### config.mk
export PLATFORM = sky130hd
export DESIGN_NAME = base32_stream_decoder_core
export DESIGN_NICKNAME = d
export VERILOG_FILES = /design/src/design/b32d_pkg.sv /design/src/design/b32d_front.sv /design/src/design/b32d_cmd_fifo.sv /design/src/design/b32d_back.sv /design/src/design/base32_stream_decoder_core.sv
export SDC_FILE = /design/constraint.sdc
export NUM_CORES = 1
export LEC_CHECK = 0
export BUFFER_PORTS_ARGS = -buffer_cell sky130_fd_sc_hd__buf_2
export CORE_MARGIN = 2
export CORE_UTILIZATION = 45
export CTS_BUF_LIST = sky130_fd_sc_hd__clkbuf_2
export DETAILED_ROUTE_END_ITERATION = 10
export GPL_TIMING_DRIVEN = 0
export SETUP_SLACK_MARGIN = 0.15
export SYNTH_ARGS = -nofsm -noshare
export SYNTH_HDL_FRONTEND = slang
export SYNTH_SLANG_ARGS = --single-unit
### constraint.sdc
create_clock -name clk -period 4.5 [get_ports clk]
set_clock_uncertainty 0.1 [all_clocks]
set_input_delay 0.45 -clock clk [delete_from_list [all_inputs] [get_ports clk]]
set_output_delay 0.45 -clock clk [all_outputs]
set_load 0.03 [all_outputs]
### src/design/b32d_pkg.sv
// Shared types and constants for the Base32 stream decoder.
`timescale 1ns / 1ps
`default_nettype none
package b32d_pkg;

	localparam int unsigned SymW      = 8;
	localparam int unsigned ValW      = 5;
	localparam int unsigned LeftW     = 7;
	localparam int unsigned CntW      = 3;
	localparam int unsigned StatusW   = 2;
	localparam int unsigned CmdDepth  = 2;
	localparam int unsigned ResDepth  = 2;

	localparam logic [StatusW-1:0] STATUS_OK       = 2'd0;
	localparam logic [StatusW-1:0] STATUS_BAD_CHAR = 2'd1;
	localparam logic [StatusW-1:0] STATUS_PAD      = 2'd2;

	// One classified character between front and back.
	typedef struct packed {
		logic [ValW-1:0] val;
		logic            bad;
		logic            last;
	} cmd_t;

	// One finished result.
	typedef struct packed {
		logic               byte_valid;
		logic [7:0]         out_byte;
		logic               string_done;
		logic [StatusW-1:0] status;
	} res_t;

endpackage
`default_nettype wire

### src/design/b32d_front.sv
// Front end: maps one ASCII character onto its Base32 value or flags it invalid.
`timescale 1ns / 1ps
`default_nettype none
module b32d_front (
	input  wire logic [b32d_pkg::SymW-1:0] symbol,
	input  wire logic                      end_of_string,
	output b32d_pkg::cmd_t                 cmd
);

	logic [b32d_pkg::SymW-1:0] diff;

	always_comb begin
		diff     = '0;
		cmd.val  = '0;
		cmd.bad  = 1'b0;
		cmd.last = end_of_string;
		case (symbol) inside
			[8'h41:8'h5A]: begin
				diff    = symbol - 8'h41;
				cmd.val = diff[b32d_pkg::ValW-1:0];
			end
			[8'h32:8'h37]: begin
				diff    = symbol - 8'h32 + 8'd26;
				cmd.val = diff[b32d_pkg::ValW-1:0];
			end
			default: begin
				cmd.bad = 1'b1;
			end
		endcase
	end

endmodule
`default_nettype wire

### src/design/b32d_cmd_fifo.sv
// Short queue of classified characters between front and back.
`timescale 1ns / 1ps
`default_nettype none
module b32d_cmd_fifo (
	input  wire logic           clk,
	input  wire logic           arst_n,
	input  wire logic           wr_en,
	input  wire b32d_pkg::cmd_t wr_data,
	output logic                full,
	output logic                rd_valid,
	input  wire logic           rd_en,
	output b32d_pkg::cmd_t      rd_data
);

	b32d_pkg::cmd_t mem_q [b32d_pkg::CmdDepth];
	logic           wr_ptr_q;
	logic           rd_ptr_q;
	logic [1:0]     cnt_q;
	logic           do_wr;
	logic           do_rd;

	assign full     = (cnt_q == 2'(b32d_pkg::CmdDepth));
	assign rd_valid = (cnt_q != 2'd0);
	assign rd_data  = mem_q[rd_ptr_q];
	assign do_wr    = wr_en && !full;
	assign do_rd    = rd_en && rd_valid;

	always_ff @(posedge clk) begin
		if (do_wr) begin
			mem_q[wr_ptr_q] <= wr_data;
		end
	end

	always_ff @(posedge clk or negedge arst_n) begin
		if (!arst_n) begin
			wr_ptr_q <= 1'b0;
			rd_ptr_q <= 1'b0;
			cnt_q    <= 2'd0;
		end else begin
			if (do_wr) begin
				wr_ptr_q <= ~wr_ptr_q;
			end
			if (do_rd) begin
				rd_ptr_q <= ~rd_ptr_q;
			end
			case ({do_wr, do_rd})
				2'b10:   cnt_q <= cnt_q + 2'd1;
				2'b01:   cnt_q <= cnt_q - 2'd1;
				default: cnt_q <= cnt_q;
			endcase
		end
	end

endmodule
`default_nettype wire

### src/design/b32d_back.sv
// Back end: bit buffer, byte assembly, status and the result queue.
`timescale 1ns / 1ps
`default_nettype none
module b32d_back (
	input  wire logic           clk,
	input  wire logic           arst_n,
	input  wire logic           cmd_valid,
	input  wire b32d_pkg::cmd_t cmd,
	output logic                cmd_pop,
	output logic                empty,
	input  wire logic           pop,
	output b32d_pkg::res_t      res
);

	logic [b32d_pkg::LeftW-1:0] left_q;
	logic [b32d_pkg::CntW-1:0]  cnt_q;
	logic                       bad_q;

	b32d_pkg::res_t res_q [b32d_pkg::ResDepth];
	logic           res_wr_ptr_q;
	logic           res_rd_ptr_q;
	logic [1:0]     res_cnt_q;

	logic                       bad_n;
	logic [11:0]                acc;
	logic [3:0]                 bits;
	logic [2:0]                 sh;
	logic [b32d_pkg::CntW-1:0]  cnt_n;
	logic [b32d_pkg::LeftW-1:0] left_n;
	logic [7:0]                 mask;
	b32d_pkg::res_t             res_wdata;
	logic                       res_pop;

	assign res_pop = pop && !empty;
	assign empty   = (res_cnt_q == 2'd0);
	assign res     = res_q[res_rd_ptr_q];
	// Take a character whenever the result queue has room, counting a slot freed this cycle.
	assign cmd_pop = cmd_valid &&
		((res_cnt_q != 2'(b32d_pkg::ResDepth)) || res_pop);

	always_comb begin
		bad_n  = bad_q | cmd.bad;
		acc    = {left_q, cmd.val};
		bits   = {1'b0, cnt_q} + 4'd5;
		sh     = '0;
		cnt_n  = cnt_q;
		left_n = left_q;
		mask   = '0;
		res_wdata.byte_valid  = 1'b0;
		res_wdata.out_byte    = '0;
		res_wdata.string_done = cmd.last;
		res_wdata.status      = b32d_pkg::STATUS_OK;
		if (!bad_n) begin
			if (bits >= 4'd8) begin
				sh = 3'(bits - 4'd8);
				res_wdata.byte_valid = 1'b1;
				res_wdata.out_byte   = 8'(acc >> sh);
				cnt_n = sh;
			end else begin
				cnt_n = bits[2:0];
			end
			mask   = (8'd1 << cnt_n) - 8'd1;
			left_n = acc[b32d_pkg::LeftW-1:0] & mask[b32d_pkg::LeftW-1:0];
		end
		if (bad_n) begin
			res_wdata.status = b32d_pkg::STATUS_BAD_CHAR;
		end else if (cmd.last && cnt_n != '0 && left_n != '0) begin
			res_wdata.status = b32d_pkg::STATUS_PAD;
		end
	end

	always_ff @(posedge clk or negedge arst_n) begin
		if (!arst_n) begin
			left_q <= '0;
			cnt_q  <= '0;
			bad_q  <= 1'b0;
		end else if (cmd_pop) begin
			// Clear the string state once its last character is done.
			if (cmd.last) begin
				left_q <= '0;
				cnt_q  <= '0;
				bad_q  <= 1'b0;
			end else begin
				left_q <= left_n;
				cnt_q  <= cnt_n;
				bad_q  <= bad_n;
			end
		end
	end

	always_ff @(posedge clk) begin
		if (cmd_pop) begin
			res_q[res_wr_ptr_q] <= res_wdata;
		end
	end

	always_ff @(posedge clk or negedge arst_n) begin
		if (!arst_n) begin
			res_wr_ptr_q <= 1'b0;
			res_rd_ptr_q <= 1'b0;
			res_cnt_q    <= 2'd0;
		end else begin
			if (cmd_pop) begin
				res_wr_ptr_q <= ~res_wr_ptr_q;
			end
			if (res_pop) begin
				res_rd_ptr_q <= ~res_rd_ptr_q;
			end
			case ({cmd_pop, res_pop})
				2'b10:   res_cnt_q <= res_cnt_q + 2'd1;
				2'b01:   res_cnt_q <= res_cnt_q - 2'd1;
				default: res_cnt_q <= res_cnt_q;
			endcase
		end
	end

`ifndef SYNTHESIS
	a_res_cnt_bound: assert property (@(posedge clk) disable iff (!arst_n)
		res_cnt_q <= 2'(b32d_pkg::ResDepth))
		else $error("result queue overfilled");

	a_pad_only_last: assert property (@(posedge clk) disable iff (!arst_n)
		(cmd_pop && res_wdata.status == b32d_pkg::STATUS_PAD) |-> cmd.last)
		else $error("padding status before end of string");

	a_bad_no_byte: assert property (@(posedge clk) disable iff (!arst_n)
		(cmd_pop && res_wdata.status == b32d_pkg::STATUS_BAD_CHAR) |-> !res_wdata.byte_valid)
		else $error("byte given after invalid character");

	a_clear_after_last: assert property (@(posedge clk) disable iff (!arst_n)
		(cmd_pop && cmd.last) |=> (cnt_q == '0 && left_q == '0 && !bad_q))
		else $error("state not cleared after end of string");
`endif

endmodule
`default_nettype wire

### src/design/base32_stream_decoder_core.sv
// Top level of the unpadded Base32 stream decoder.
`timescale 1ns / 1ps
`default_nettype none
// Decodes unpadded Base32 (A-Z, 2-7), one character per request, into bytes, most
// significant bits first. Every character gives exactly one result: byte_valid marks
// a finished byte, string_done copies end_of_string, and status reads 1 once an
// invalid character has been seen in the string (no more bytes until it ends) or 2
// when the last character leaves nonzero padding bits. A new character is taken every
// cycle while results keep draining; each character passes through the character queue
// and then the result queue on its way to the result ports. Both queues hold two
// entries, so the input side keeps flowing while a result waits.
module base32_stream_decoder_core (
	input  wire logic       clk,
	input  wire logic       arst_n,
	input  wire logic [7:0] symbol,
	input  wire logic       end_of_string,
	input  wire logic       push,
	output logic            full,
	output logic            empty,
	input  wire logic       pop,
	output logic            byte_valid,
	output logic [7:0]      out_byte,
	output logic            string_done,
	output logic [1:0]      status
);

	b32d_pkg::cmd_t front_cmd;
	b32d_pkg::cmd_t queue_cmd;
	b32d_pkg::res_t res;
	logic           cmd_valid;
	logic           cmd_pop;

	b32d_front u_front (
		.symbol        (symbol),
		.end_of_string (end_of_string),
		.cmd           (front_cmd)
	);

	b32d_cmd_fifo u_cmd_fifo (
		.clk      (clk),
		.arst_n   (arst_n),
		.wr_en    (push),
		.wr_data  (front_cmd),
		.full     (full),
		.rd_valid (cmd_valid),
		.rd_en    (cmd_pop),
		.rd_data  (queue_cmd)
	);

	b32d_back u_back (
		.clk       (clk),
		.arst_n    (arst_n),
		.cmd_valid (cmd_valid),
		.cmd       (queue_cmd),
		.cmd_pop   (cmd_pop),
		.empty     (empty),
		.pop       (pop),
		.res       (res)
	);

	assign byte_valid  = res.byte_valid;
	assign out_byte    = res.out_byte;
	assign string_done = res.string_done;
	assign status      = res.status;

endmodule
`default_nettype wire
# Word level (Yosys, flattened, before mapping)
# Memory sizes are Yosys's and may differ from the RTL's.
# Cells that the tools add are included.
classes:
  add_sub_neg: 10
  order_cmp: 5
  eq_ne: 6
  shifts: 2
  n_mux: 21
  bitwise: 6
  reduce_logical: 17
ops:
  columns: ["cell", "count"]
  rows:
  - ["9-bit two-way mux", 2]
  - ["7-bit two-way mux", 2]
  - ["3-bit two-way mux", 4]
  - ["12-bit by 3-bit right shift with 8-bit output", 1]
  - ["5-bit two-way mux", 2]
  - ["8-bit by 6-bit greater-or-equal comparator with 1-bit output (second input constant)", 1]
  - ["8-bit by 7-bit greater-or-equal comparator with 1-bit output (second input constant)", 1]
  - ["8-bit by 6-bit <= comparator with 1-bit output (second input constant)", 1]
  - ["8-bit by 7-bit <= comparator with 1-bit output (second input constant)", 1]
  - ["1-bit logical AND", 8]
  - ["2-bit one-hot mux with 2 select lines", 2]
  - ["7-bit AND", 1]
  - ["1-bit two-way mux", 7]
  - ["7-bit nonzero test", 1]
  - ["1-bit by 3-bit left shift with 7-bit output (first input constant)", 1]
  - ["7-bit by 1-bit subtractor with 7-bit output (second input constant)", 1]
  - ["2-bit == test (second input constant)", 3]
  - ["2-bit nonzero test", 3]
  - ["5-bit adder (second input constant)", 1]
  - ["5-bit by 1-bit subtractor with 5-bit output (second input constant)", 1]
  - ["5-bit subtractor (second input constant)", 1]
  - ["2-bit by 1-bit adder with 2-bit output (second input constant)", 2]
  - ["3-bit by 3-bit adder with 4-bit output (second input constant)", 1]
  - ["2-bit by 1-bit == test with 1-bit output (second input constant)", 2]
  - ["11 further kinds", 17]
totals:
  regBits: 19
  mem_bits_rw: 38
  input_bits: 13
  word_cells: 78
  memories: 2
mem_list:
  columns: ["memory", "depth", "word_bits", "rd", "rd_ports_with_merged_regs", "write_ports", "line", "source"]
  rows:
  - ["u_back.res_q", 2, 12, 1, 0, 1, "b32d_back.sv:19", "b32d_pkg::res_t res_q [b32d_pkg::ResDepth];"]
  - ["u_cmd_fifo.mem_q", 2, 7, 1, 0, 1, "b32d_cmd_fifo.sv:15", "b32d_pkg::cmd_t mem_q [b32d_pkg::CmdDepth];"]

# Logic depth before layout (Yosys ltp)
# Gate-level depths: netlist (run 1).
depth:
  word_depth: 12
  ltp_mapped: 10

# Modules after synthesis
# Synthesis (run 1) repeated with hierarchy kept, for this count alone.
hier_totals:
  cells_unflattened: 279
  area_unflattened_um2: 3205.6
by_module_without_submodules:
  columns: ["mod", "instances", "cells_per_inst", "area_each_um2"]
  rows:
  - ["b32d_back", 1, 202, 2230.9]
  - ["b32d_cmd_fifo", 1, 40, 703.2]
  - ["b32d_front", 1, 37, 271.5]

# Worst setup path before layout (run 1)
# Ideal clock, no wire load.
synth_timing:
  kind: "register -> register"
  start: "reg u_back.cnt_q[0] in the netlist's numbering"
  end: "mem u_back.res_q[0][1] in the netlist's numbering (data pin)"
  setup_time_ns: 0.137
  arrival_time_ns: 2.528
  slack_ns: 1.735
  stages_incl_launch_ff: 10
  n_path_buf: 1
  path_cell_list: "dfrtp_1 > ha_1 > xor2_2 > clkbuf_1 > nand2_1 > ha_1 > or3_1 > a211o_1 > o211ai_1 > o31a_1"
synth_rtl:
  columns: ["element", "line", "source"]
  rows:
  - ["from (decl)", "b32d_back.sv:16", "logic [b32d_pkg::CntW-1:0] cnt_q;"]
  - ["from (signal assigned)", "b32d_back.sv:85", "cnt_q <= cnt_n;"]
  - ["to (decl)", "b32d_back.sv:19", null]

==> qor.csv, run 1 <==
metric,value,unit
CP peak stage delay,0.56,ns
clock latency on the worst-skew pair,0.48,ns
Worst-Margin Slew,1.07,ns
Post-Syn Nets,294,
"most used cell, CP",ha_1,
Sinks on Clock Net,57,
compound-cell area share of the yosys netlist,13.9,%
post-synth cell types,49,
Pwr Density,749,nW/um2
post-synth top area cell,edfxtp_1,
Max-slew headroom,28.2,%
CP Data Arrival Time,3.40,ns
"count leader, synth",edfxtp_1,
DIE HEIGHT,87.4,um
largest family of logic cells by synthesized area,compound AO/OA/AOI/OAI gates,
I/O pin count,27,
vias,2161,
global placer's final weighted congestion,0.875,
Synth Flop Type,edfxtp_1,
Synth area leaders,"edfxtp_1 36%, dfrtp_1 15%, mux2_2 6.8%",
asr flop ratio synth,33.3,%
Synth Area in Simple Gates,9.92,%
RSZ-0062 raised after global routing,no,
first-pass detailed-route iteration total,4,
design area,3470,um2
post-route minimum period,3.26,ns
number of synthesized register bits,57,
core area,6760,um2
Pwr Total,2.60,mW
GRT Total Usage,17.0,%
DR DRC count,0,
WL per Instance,15.3,um
GR Overflow Total,0,
YS warnings,0,
num rows,30,
final setup fails,0,
Setup WS pre-CTS,1.31,ns
largest net degree at the start of global routing,20,
status,"finished, final reports clean",
Port Buf Inserts,25,
"critical path, cell by cell",ha_1 -> xor2_2 -> clkbuf_1 -> nand2_1 -> ha_1 -> nor4b_2 -> o21ai_0 -> o211ai_1 -> o31a_1,
Max Root-Sink Buffers,2,
post-route setup slack,1.24,ns
vias in the first global route,1974,
"Clk pin slew, worst setup/hold paths",0.16,ns
layout cell share with drive strength beyond 1,21.5,%
ANT nets after route,0,
Setup Crit Path Kind,register to register,
Placed Area,3350,um2
worst path required time,4.64,ns
die width,87.4,um
postcts setup bufs,0,
CTS tree,built,
H-tree levels,3,
die area,7630,um2
Area growth syn-to-layout,11.1,%
fillers,599,
MaxCap Viol Count,0,
final core utilization,51.4,%
Synth Area in Adders,4.80,%
total CTS buffers,9,
drt total wl,6010,um
crit-path max FO,10,
final hold violation count,0,
Post-Synthesis Cell Area,3130,um2
CP Launch Type,register,
Hold Path Class,input port to register,
Synth Area per Inst,11.6,um2
Leakage,1.39,nW
slowest CP cell,dfrtp_1,
top cell type's share of synthesized area,36.5,%
root buf cell,clkbuf_2,
post-synthesis mux area share,12.0,%
Synth Area in XOR/XNOR,4.16,%
Total Neg Setup Slack,0,ns
Starting Density,46.3,%
maximum VDD drop,0.232,mV
layout net count,332,
f_max,307,MHz
Final HPWL DP,4330,um
Critical Path End Type,register,
first-pass GRT wire length,9730,um
synth cell count leaders,"38 x edfxtp_1, 20 x nand2_1, 20 x nor2_1",
Cells after Synth,269,
Slew Limit Fails,0,
vias per cell,5.51,
Starting DRT DRC Count,160,
n_diodes,0,
initial antenna violation count,0,
"Seq/Total Area, Yosys",51.7,%
Tcrit/Tclk final,72.5,%
number of synthesized flops with an enable pin,38,
==> through the flow <==
| step | hold WS [ns] | cells |
|---|---|---|
| 3_3_place_gp | 0.324 | 374 |
| 5_1_grt | 0.152 | 392 |
| 6_report | 0.199 | 392 |
| 3_5_place_dp | 0.324 | 374 |
| 4_1_cts | 0.0177 | 391 |
| 2_1_floorplan | 0.0544 | 269 |
==> routing by layer <==
layer	track usage, %	part of all wire [%]	wire [um]
met5	0	0	0
met4	6.29	1.6	99
met3	5.78	4.5	269
met2	26.2	47	2800
met1	22.1	47	2840
==> power breakdown <==
part	total [mW]	switching [mW]	internal, mW
Clock	0.305	0.177	0.128
Combinational	1.36	0.842	0.523
Sequential	0.933	0.122	0.810
==> cells by family after synthesis <==
| family | Yosys count |
|---|---|
| AO/OA/AOI/OAI | 63 |
| AND/OR/NAND/NOR | 63 |
| flip-flops | 57 |
| multiplexers | 34 |
| buffers and inverters | 26 |
| XOR/XNOR | 14 |
| adder cells (fa/ha/maj) | 12 |
==> cell usage in the layout, fill, tap and decap left out, types with 4 or more instances in the layout <==
cell / n
edfxtp_1: 38
buf_2: 28
nand2_1: 20
nor2_1: 20
mux2_2: 19
dfrtp_1: 19
mux2i_1: 14
inv_1: 13
o21ai_0: 13
ha_1: 12
clkbuf_2: 11
xnor2_1: 9
a21oi_1: 8
a211oi_1: 7
clkbuf_1: 6
o211ai_1: 5
o31ai_1: 5
a22o_1: 5
xor2_1: 4
==> path summary, 6_finish.rpt <==
| kind | end | startpoint | depth (start not counted) | slack (ns) |
|---|---|---|---|---|
| setup / recovery | u_back.res_q[1][1]$_DFFE_PP_ | u_back.cnt_q[0]$_DFFE_PN0P_ | 9 | 1.24 |
| hold / removal | u_cmd_fifo.wr_ptr_q$_DFFE_PN0P_ | push | 3 | 0.20 |
| setup reg to reg | u_back.res_q[1][1]$_DFFE_PP_ | u_back.cnt_q[0]$_DFFE_PN0P_ | 9 | 1.24 |
| hold reg to reg | u_cmd_fifo.wr_ptr_q$_DFFE_PN0P_ | u_cmd_fifo.wr_ptr_q$_DFFE_PN0P_ | 1 | 0.40 |
| max in group asynchronous | u_back.cnt_q[2]$_DFFE_PN0P_ | arst_n | 2 | 3.64 |
| min in group asynchronous | u_back.res_rd_ptr_q$_DFFE_PN0P_ | arst_n | 2 | 0.33 |
==> worst max-delay path: cells and delay by family, from the launching register on <==
kind / cells / cell delay, ns
AO/OA/AOI/OAI: 3 / 0.67
XOR/XNOR: 1 / 0.36
adder cells (fa/ha/maj): 2 / 0.61
buffers and inverters: 1 / 0.42
flip-flops: 1 / 0.56
AND/OR/NAND/NOR: 2 / 0.31
==> what timing repair did <==
action | CTS | global route
hold buffers | 1 | 1
resized for setup | 0 | 0
hold endpoints to repair | 19 | 2
==> layout make-up <==
cell class | instances | area [um2] | area share, %
sequential | 57 | 1620 | 46.5
multi-input combinational | 186 | 1400 | 40.3
timing repair buffer | 27 | 145 | 4.18
tap | 80 | 100 | 2.88
buffer | 12 | 56.3 | 1.62
clock buffer | 11 | 55.1 | 1.58
inverter | 14 | 52.6 | 1.51
clock inverter | 5 | 47.5 | 1.37
==> state kept, by name, indices dropped and copies added (netlist names) <==
signal	cells
u_cmd_fifo.rd_ptr_q	1
u_back.res_wr_ptr_q	1
u_back.res_cnt_q	2
u_back.res_q	24
u_cmd_fifo.mem_q	14
u_cmd_fifo.wr_ptr_q	1
u_back.bad_q	1
u_back.cnt_q	3
u_cmd_fifo.cnt_q	2
u_back.left_q	7
u_back.res_rd_ptr_q	1
Note: power is estimated with default switching activity, not from simulation.
==> run 2: changes to the inputs <==
--- a/config.mk
+++ b/config.mk
@@ -11,6 +11,7 @@
 export CTS_BUF_LIST = sky130_fd_sc_hd__clkbuf_2
 export DETAILED_ROUTE_END_ITERATION = 10
 export GPL_TIMING_DRIVEN = 0
+export PLACE_DENSITY = 0.65
 export SETUP_SLACK_MARGIN = 0.15
 export SYNTH_ARGS = -nofsm -noshare
 export SYNTH_HDL_FRONTEND = slang
==> constraint.sdc (replaced) <==
create_clock -name clk -period 2.9 [get_ports clk]
set_clock_uncertainty 0.1 [all_clocks]
set_input_delay 0.29 -clock clk [delete_from_list [all_inputs] [get_ports clk]]
set_output_delay 0.29 -clock clk [all_outputs]
set_load 0.03 [all_outputs]
==> run 2 against run 1 <==
Effect of this change: via count grew 0.51%; die area unchanged; register-to-register slack got worse by 0.97 ns; maximum frequency grew 24%; cell area grew 1.5%; worst setup slack got worse by 0.97 ns; sequential cell count is the same; utilization is 0.76 points higher; clock-buffer cell count unchanged; combinational power rose by 63%; global-route usage rose by 0.91 points.
==> qor.csv, run 2 (synthesis gave the netlist of run 1 again) <==
metric,value,unit,change
DR DRC count,0,,unchanged
f_max,380,MHz,+24%
layout cell share with drive strength beyond 1,25.0,%,+3.5 points
status,"finished, final reports clean",,
Critical Path End Type,register,,
total CTS buffers,9,,unchanged
final core utilization,52.2,%,+0.76 points
Max Root-Sink Buffers,2,,unchanged
root buf cell,clkbuf_2,,
clock latency on the worst-skew pair,0.49,ns,about the same
vias per cell,5.48,,-0.51%
Worst Reg-to-Reg Cells,10,,+1
Comb pwr share,54.8,%,+2.4 points
H-tree levels,3,,unchanged
Setup Crit Path Kind,register to register,,
hold_ws,0.105,ns,-0.0936 ns
ANT nets after route,0,,unchanged
GR Overflow Total,0,,unchanged
Pwr Total,4.03,mW,+55%
Hold Path Stages,2,,-1
CTS tree,built,,
"Clk pin slew, worst setup/hold paths",0.15,ns,about the same
die area,7630,um2,unchanged
layout net count,336,,+1.2%
power share of the sequential group,35.9,%,about the same
first-pass detailed-route iteration total,4,,unchanged
vias in the first global route,2155,,+9.2%
Internal,2.24,mW,+53%
initial antenna violation count,0,,unchanged
Area growth syn-to-layout,12.8,%,
num rows,30,,unchanged
WL per Instance,15.2,um,-0.85%
RSZ-0062 raised after global routing,no,,
sw frac,44.4,%,+0.59 points
Sinks on Clock Net,57,,unchanged
Worst-Margin Slew,1.02,ns,-0.0488 ns
DIE HEIGHT,87.4,um,unchanged
clock power share,9.4,%,-2.3 points
Placed Area,3350,um2,about the same
post-route setup slack,0.268,ns,-0.971 ns
Port Buf Inserts,25,,unchanged
global placer's final weighted congestion,0.904,,+3.3%
n_diodes,0,,unchanged
maximum VDD drop,0.365,mV,+57%
most flop-heavy register,u_back.res_q,,
CP peak stage delay,0.46,ns,-0.10 ns
first-pass GRT wire length,10100,um,+3.7%
Starting Density,46.3,%,unchanged
largest net degree at the start of global routing,20,,unchanged
Hold Path Class,input port to register,,
"commonest non-fill, non-tap cells in the layout","38 x edfxtp_1, 28 x buf_2, 20 x nand2_1, 20 x nor2_1, 19 x mux2_2",,
crit-path max FO,10,,unchanged
max reg flops,24,,unchanged
post-route minimum period,2.63,ns,-0.629 ns
Leakage,1.41,nW,+1.2%
I/O pin count,27,,unchanged
worst path required time,3.05,ns,-1.59 ns
switching pwr,1.79,mW,+57%
"critical path, cell by cell",buf_4 -> buf_2 -> inv_2 -> ha_2 -> nand2_1 -> ha_2 -> o211ai_1 -> a211oi_1 -> o211ai_1 -> o31a_1,,
Starting DRT DRC Count,92,,-43%
final hold violation count,0,,unchanged
MaxCap Viol Count,0,,unchanged
Top Registers,"u_back.res_q (24), u_cmd_fifo.mem_q (14), u_back.left_q (7)",,
slowest CP cell,dfrtp_2,,
GRT Total Usage,17.9,%,+0.91 points
drt total wl,6020,um,+0.17%
Tcrit/Tclk final,90.7,%,+18 points
design area,3530,um2,+1.5%
Max-slew headroom,31.5,%,+3.3 points
Slew Limit Fails,0,,unchanged
Setup WS pre-CTS,-0.196,ns,-1.50 ns
CP Data Arrival Time,2.79,ns,-0.61 ns
"most common cell after layout, fill and taps aside",edfxtp_1,,
die width,87.4,um,unchanged
Final HPWL DP,4310,um,-0.47%
register-to-register setup slack,0.27,ns,-0.97 ns
Pwr Density,1140,nW/um2,+53%
final setup fails,0,,unchanged
core area,6760,um2,unchanged
vias,2172,,+0.51%
CP Launch Type,register,,
==> run 2: changes by cell type in the layout (fill, tap and decap cells not counted), moves of 2 or more <==
cell      delta
dfrtp_2      +2
dfrtp_1      -2
buf_4        +3
clkbuf_2     +2
clkbuf_1     -3
ha_2         +2
ha_1         -3
==> run 2: final cells by class <==
type                    instances  area [um2]
fillers                       606        3230
flip-flops and latches         57        1620
multi-input cells             186        1430
repair buffers                 31         178
well taps                      80         100
plain buffers                  12        68.8
clock buffers                  11        55.1
inverters                      14        52.6
clock inverters                 5        22.5
==> run 2: per-stage QoR <==
step,cells,setup TNS [ns]
final,396,0
after global routing,396,0
after CTS,396,0
after detailed placement,374,-0.551
after global placement,374,-0.332
after floorplan,269,0
==> run 2: metal layers <==
layer  part of all wire [%]  wire length, um  global-route usage, %
met5                      0                0                      0
met4                    2.3              137                   8.25
met3                    4.2              253                   6.07
met2                     48             2880                   28.2
met1                     46             2740                   22.1
==> run 2: worst paths after layout <==
kind,start,to
min in group asynchronous,arst_n,u_cmd_fifo.wr_ptr_q$_DFFE_PN0P_
setup reg to reg,u_back.cnt_q[0]$_DFFE_PN0P_,u_back.res_q[0][1]$_DFFE_PP_
hold reg to reg,u_cmd_fifo.cnt_q[1]$_DFFE_PN0P_,u_cmd_fifo.cnt_q[1]$_DFFE_PN0P_
hold / removal,symbol[3],u_cmd_fifo.mem_q[0][5]$_DFFE_PP_
setup / recovery,u_back.cnt_q[0]$_DFFE_PN0P_,u_back.res_q[0][1]$_DFFE_PP_
max in group asynchronous,arst_n,u_back.cnt_q[0]$_DFFE_PN0P_
==> run 2: critical path: cells and delay by family (launching register included) <==
kind,cells,cell delay [ns]
compound gates,4,0.79
simple gates,1,0.07
buf+inv,3,0.44
fa+ha+maj,2,0.56
flops,1,0.46
==> run 2: power groups by stage <==
stage	clock network, mW	logic (mW)	registers, mW
5_1_grt	0.446	2.46	1.49
3_5_place_dp	0	2.13	1.47
6_report	0.378	2.21	1.45
2_1_floorplan	0	1.68	1.41
4_1_cts	0.400	2.21	1.44
3_3_place_gp	0	2.10	1.46
==> run 2: what timing repair did <==
item,in CTS,in global routing
hold endpoints to repair,22,0
gates resized for setup,7,7
endpoints found under the setup margin,19,18
setup buffers,3,0
hold buffers,3,0
==> run 3: changes to the inputs <==
--- a/config.mk
+++ b/config.mk
@@ -12,7 +12,7 @@
 export DETAILED_ROUTE_END_ITERATION = 10
 export GPL_TIMING_DRIVEN = 0
 export PLACE_DENSITY = 0.65
-export SETUP_SLACK_MARGIN = 0.15
+export SETUP_SLACK_MARGIN = 0.5
 export SYNTH_ARGS = -nofsm -noshare
 export SYNTH_HDL_FRONTEND = slang
 export SYNTH_SLANG_ARGS = --single-unit
==> run 3 against run 2 <==
Effect of this change: utilization up 2.1 points; non-clock buffer count rose by 5; hold slack got worse by 0.011 ns; clock-buffer cell count grew 1; final cell count increased by 1.3%; global-route usage shrank 0.27 points; critical path depth decreased by 2; register-to-register slack improved by 0.23 ns; sequential share of layout area is 1.8 points lower; clock power up 28%; sequential power barely moved; critical endpoint unchanged; highest routed layer unchanged.
==> qor.csv, run 3 (synthesis gave the netlist of run 1 again) <==
metric,value,unit,change
CP Launch Type,register,,
"Clk pin slew, worst setup/hold paths",0.17,ns,+0.02 ns
initial antenna violation count,0,,unchanged
core area,6760,um2,unchanged
largest net degree at the start of global routing,20,,unchanged
layout net count,341,,+1.5%
final hold violation count,0,,unchanged
RR Startpoint,u_back.cnt_q[1]$_DFFE_PN0P_,,
CP top delay family,compound AO/OA/AOI/OAI gates,,
Max Root-Sink Buffers,2,,unchanged
ANT nets after route,0,,unchanged
num rows,30,,unchanged
register-to-register setup slack,0.50,ns,+0.23 ns
CP peak stage delay,0.48,ns,+0.02 ns
Placed Cells,374,,unchanged
max reg flops,24,,unchanged
"most used cell, CP",ha_4,,
I/O pin count,27,,unchanged
final setup fails,0,,unchanged
first-pass GRT wire length,10000,um,-0.55%
Final HPWL DP,4350,um,+0.75%
CP bufs+invs,1,,-2
die width,87.4,um,unchanged
Port Buf Inserts,25,,unchanged
f_max,417,MHz,+9.7%
Hold Path Stages,3,,+1
most flop-heavy register,u_back.res_q,,
Top Registers,"u_back.res_q (24), u_cmd_fifo.mem_q (14), u_back.left_q (7)",,
Sinks on Clock Net,57,,unchanged
Leakage,1.49,nW,+5.9%
GR Overflow Total,0,,unchanged
first-pass detailed-route iteration total,4,,unchanged
WL per Instance,15.4,um,+1.1%
DIE HEIGHT,87.4,um,unchanged
H-tree levels,3,,unchanged
n_diodes,0,,unchanged
Critical Path End Type,register,,
vias per cell,5.51,,+0.48%
layout cell share with drive strength beyond 1,30.2,%,+5.2 points
Pwr Total,4.32,mW,+7.1%
Worst-Margin Slew,0.812,ns,-0.212 ns
hold_ws,0.0940,ns,-0.0111 ns
worst r2r dst,u_back.res_q[0][1]$_DFFE_PP_,,
Tcrit/Tclk final,82.7,%,-8.0 points
Slew Limit Fails,0,,unchanged
vias,2210,,+1.7%
Total Neg Setup Slack,0,ns,unchanged
RSZ-0062 raised after global routing,yes,,
Area growth syn-to-layout,17.4,%,
post-route setup slack,0.501,ns,+0.233 ns
clock latency on the worst-skew pair,0.49,ns,about the same
Final Non-Filler Cells,401,,+1.3%
HP Start,pop,,
"critical path, cell by cell",ha_4 -> xor2_4 -> buf_8 -> nand2_4 -> ha_4 -> and4_1 -> o311a_1 -> o31a_1,,
GRT Total Usage,17.6,%,-0.27 points
worst path required time,3.04,ns,about the same
Setup Crit Path Kind,register to register,,
slowest CP cell,dfrtp_2,,
CP Data Arrival Time,2.54,ns,-0.25 ns
status,"finished, final reports clean",,
die area,7630,um2,unchanged
final core utilization,54.3,%,+2.1 points
DR DRC count,0,,unchanged
post-route minimum period,2.40,ns,-0.233 ns
WHS Endpoint,u_back.res_rd_ptr_q$_DFFE_PN0P_,,
Pwr Density,1180,nW/um2,+2.8%
Starting DRT DRC Count,98,,+6.5%
total CTS buffers,9,,unchanged
Placed Area,3410,um2,+1.7%
Setup WS pre-CTS,0.0196,ns,+0.215 ns
MaxCap Viol Count,0,,unchanged
crit-path max FO,7,,-3
CTS tree,built,,
Starting Density,46.3,%,unchanged
root buf cell,clkbuf_2,,
global placer's final weighted congestion,0.837,,-7.4%
drt total wl,6160,um,+2.4%
"most common cell after layout, fill and taps aside",edfxtp_1,,
Max-slew headroom,45.0,%,+13 points
Hold Path Class,input port to register,,
"commonest non-fill, non-tap cells in the layout","38 x edfxtp_1, 27 x buf_2, 19 x mux2_2",,
maximum VDD drop,0.418,mV,+15%
Worst Reg-to-Reg Cells,8,,-2
vias in the first global route,2080,,-3.5%
design area,3670,um2,+4.1%
## run 3: cell count changes in the layout (fill, tap and decap cells not counted), sizes merged
cell    change
buf         +6
clkinv      -2
bufinv      +1
## run 3: repair_timing
action | in CTS | in global routing
resized for setup | 10 | 15
hold buffers | 3 | 0
setup endpoints to repair | 30 | 29
pin swaps | 2 | 4
buffers inserted | 8 | 0
endpoints found under the hold margin | 22 | 0
## run 3: worst register-to-register path: stages, from the launching register on
cell     delay [ns]
dfrtp_2        0.48
ha_4           0.19
xor2_4         0.17
buf_8          0.14
nand2_4        0.05
ha_4           0.18
and4_1         0.14
o311a_1        0.36
o31a_1         0.33
## run 3: worst max path at each step
stage | from | to | slack, ns | cells past startpoint
detailed placement | u_back.cnt_q[0]$_DFFE_PN0P_ | u_back.res_q[0][4]$_DFFE_PP_ | 0.02 | 7
floorplan | u_back.cnt_q[0]$_DFFE_PN0P_ | u_back.res_q[0][1]$_DFFE_PP_ | 0.47 | 8
CTS | u_back.cnt_q[1]$_DFFE_PN0P_ | u_back.res_q[0][1]$_DFFE_PP_ | 0.49 | 8
global route | u_back.cnt_q[0]$_DFFE_PN0P_ | u_back.res_q[0][1]$_DFFE_PP_ | 0.42 | 8
finish | u_back.cnt_q[1]$_DFFE_PN0P_ | u_back.res_q[0][1]$_DFFE_PP_ | 0.50 | 8
global placement | u_back.cnt_q[0]$_DFFE_PN0P_ | u_back.res_q[0][4]$_DFFE_PP_ | 0.05 | 7
## run 3: final cells by class
type,count,area [um2]
timing repair buffer,36,215
clock inverter,4,45.0
clock buffer,12,60.1
sequential,57,1620
multi-input combinational,186,1500
tap,80,100
fill,601,3090
inverter,14,52.6
buffer,12,80.1
## run 3: power by group
part | switching (mW) | leakage (nW) | internal (mW) | total [mW]
Combinational | 1.42 | 0.813 | 0.978 | 2.39
Clock | 0.277 | 0.0757 | 0.206 | 0.483
Sequential | 0.187 | 0.605 | 1.26 | 1.44
## run 3: routing by layer
| layer | vias up | part of all wire [%] | routed length (um) | GRT usage (%) |
|---|---|---|---|---|
| met5 | - | 0 | 0 | 0 |
| met4 | 0 | 2.8 | 173 | 9.65 |
| met3 | 15 | 4.1 | 250 | 3.79 |
| met2 | 56 | 48 | 2980 | 28.1 |
| met1 | 1042 | 45 | 2760 | 22.2 |
| li1 | 1097 | - | - | - |
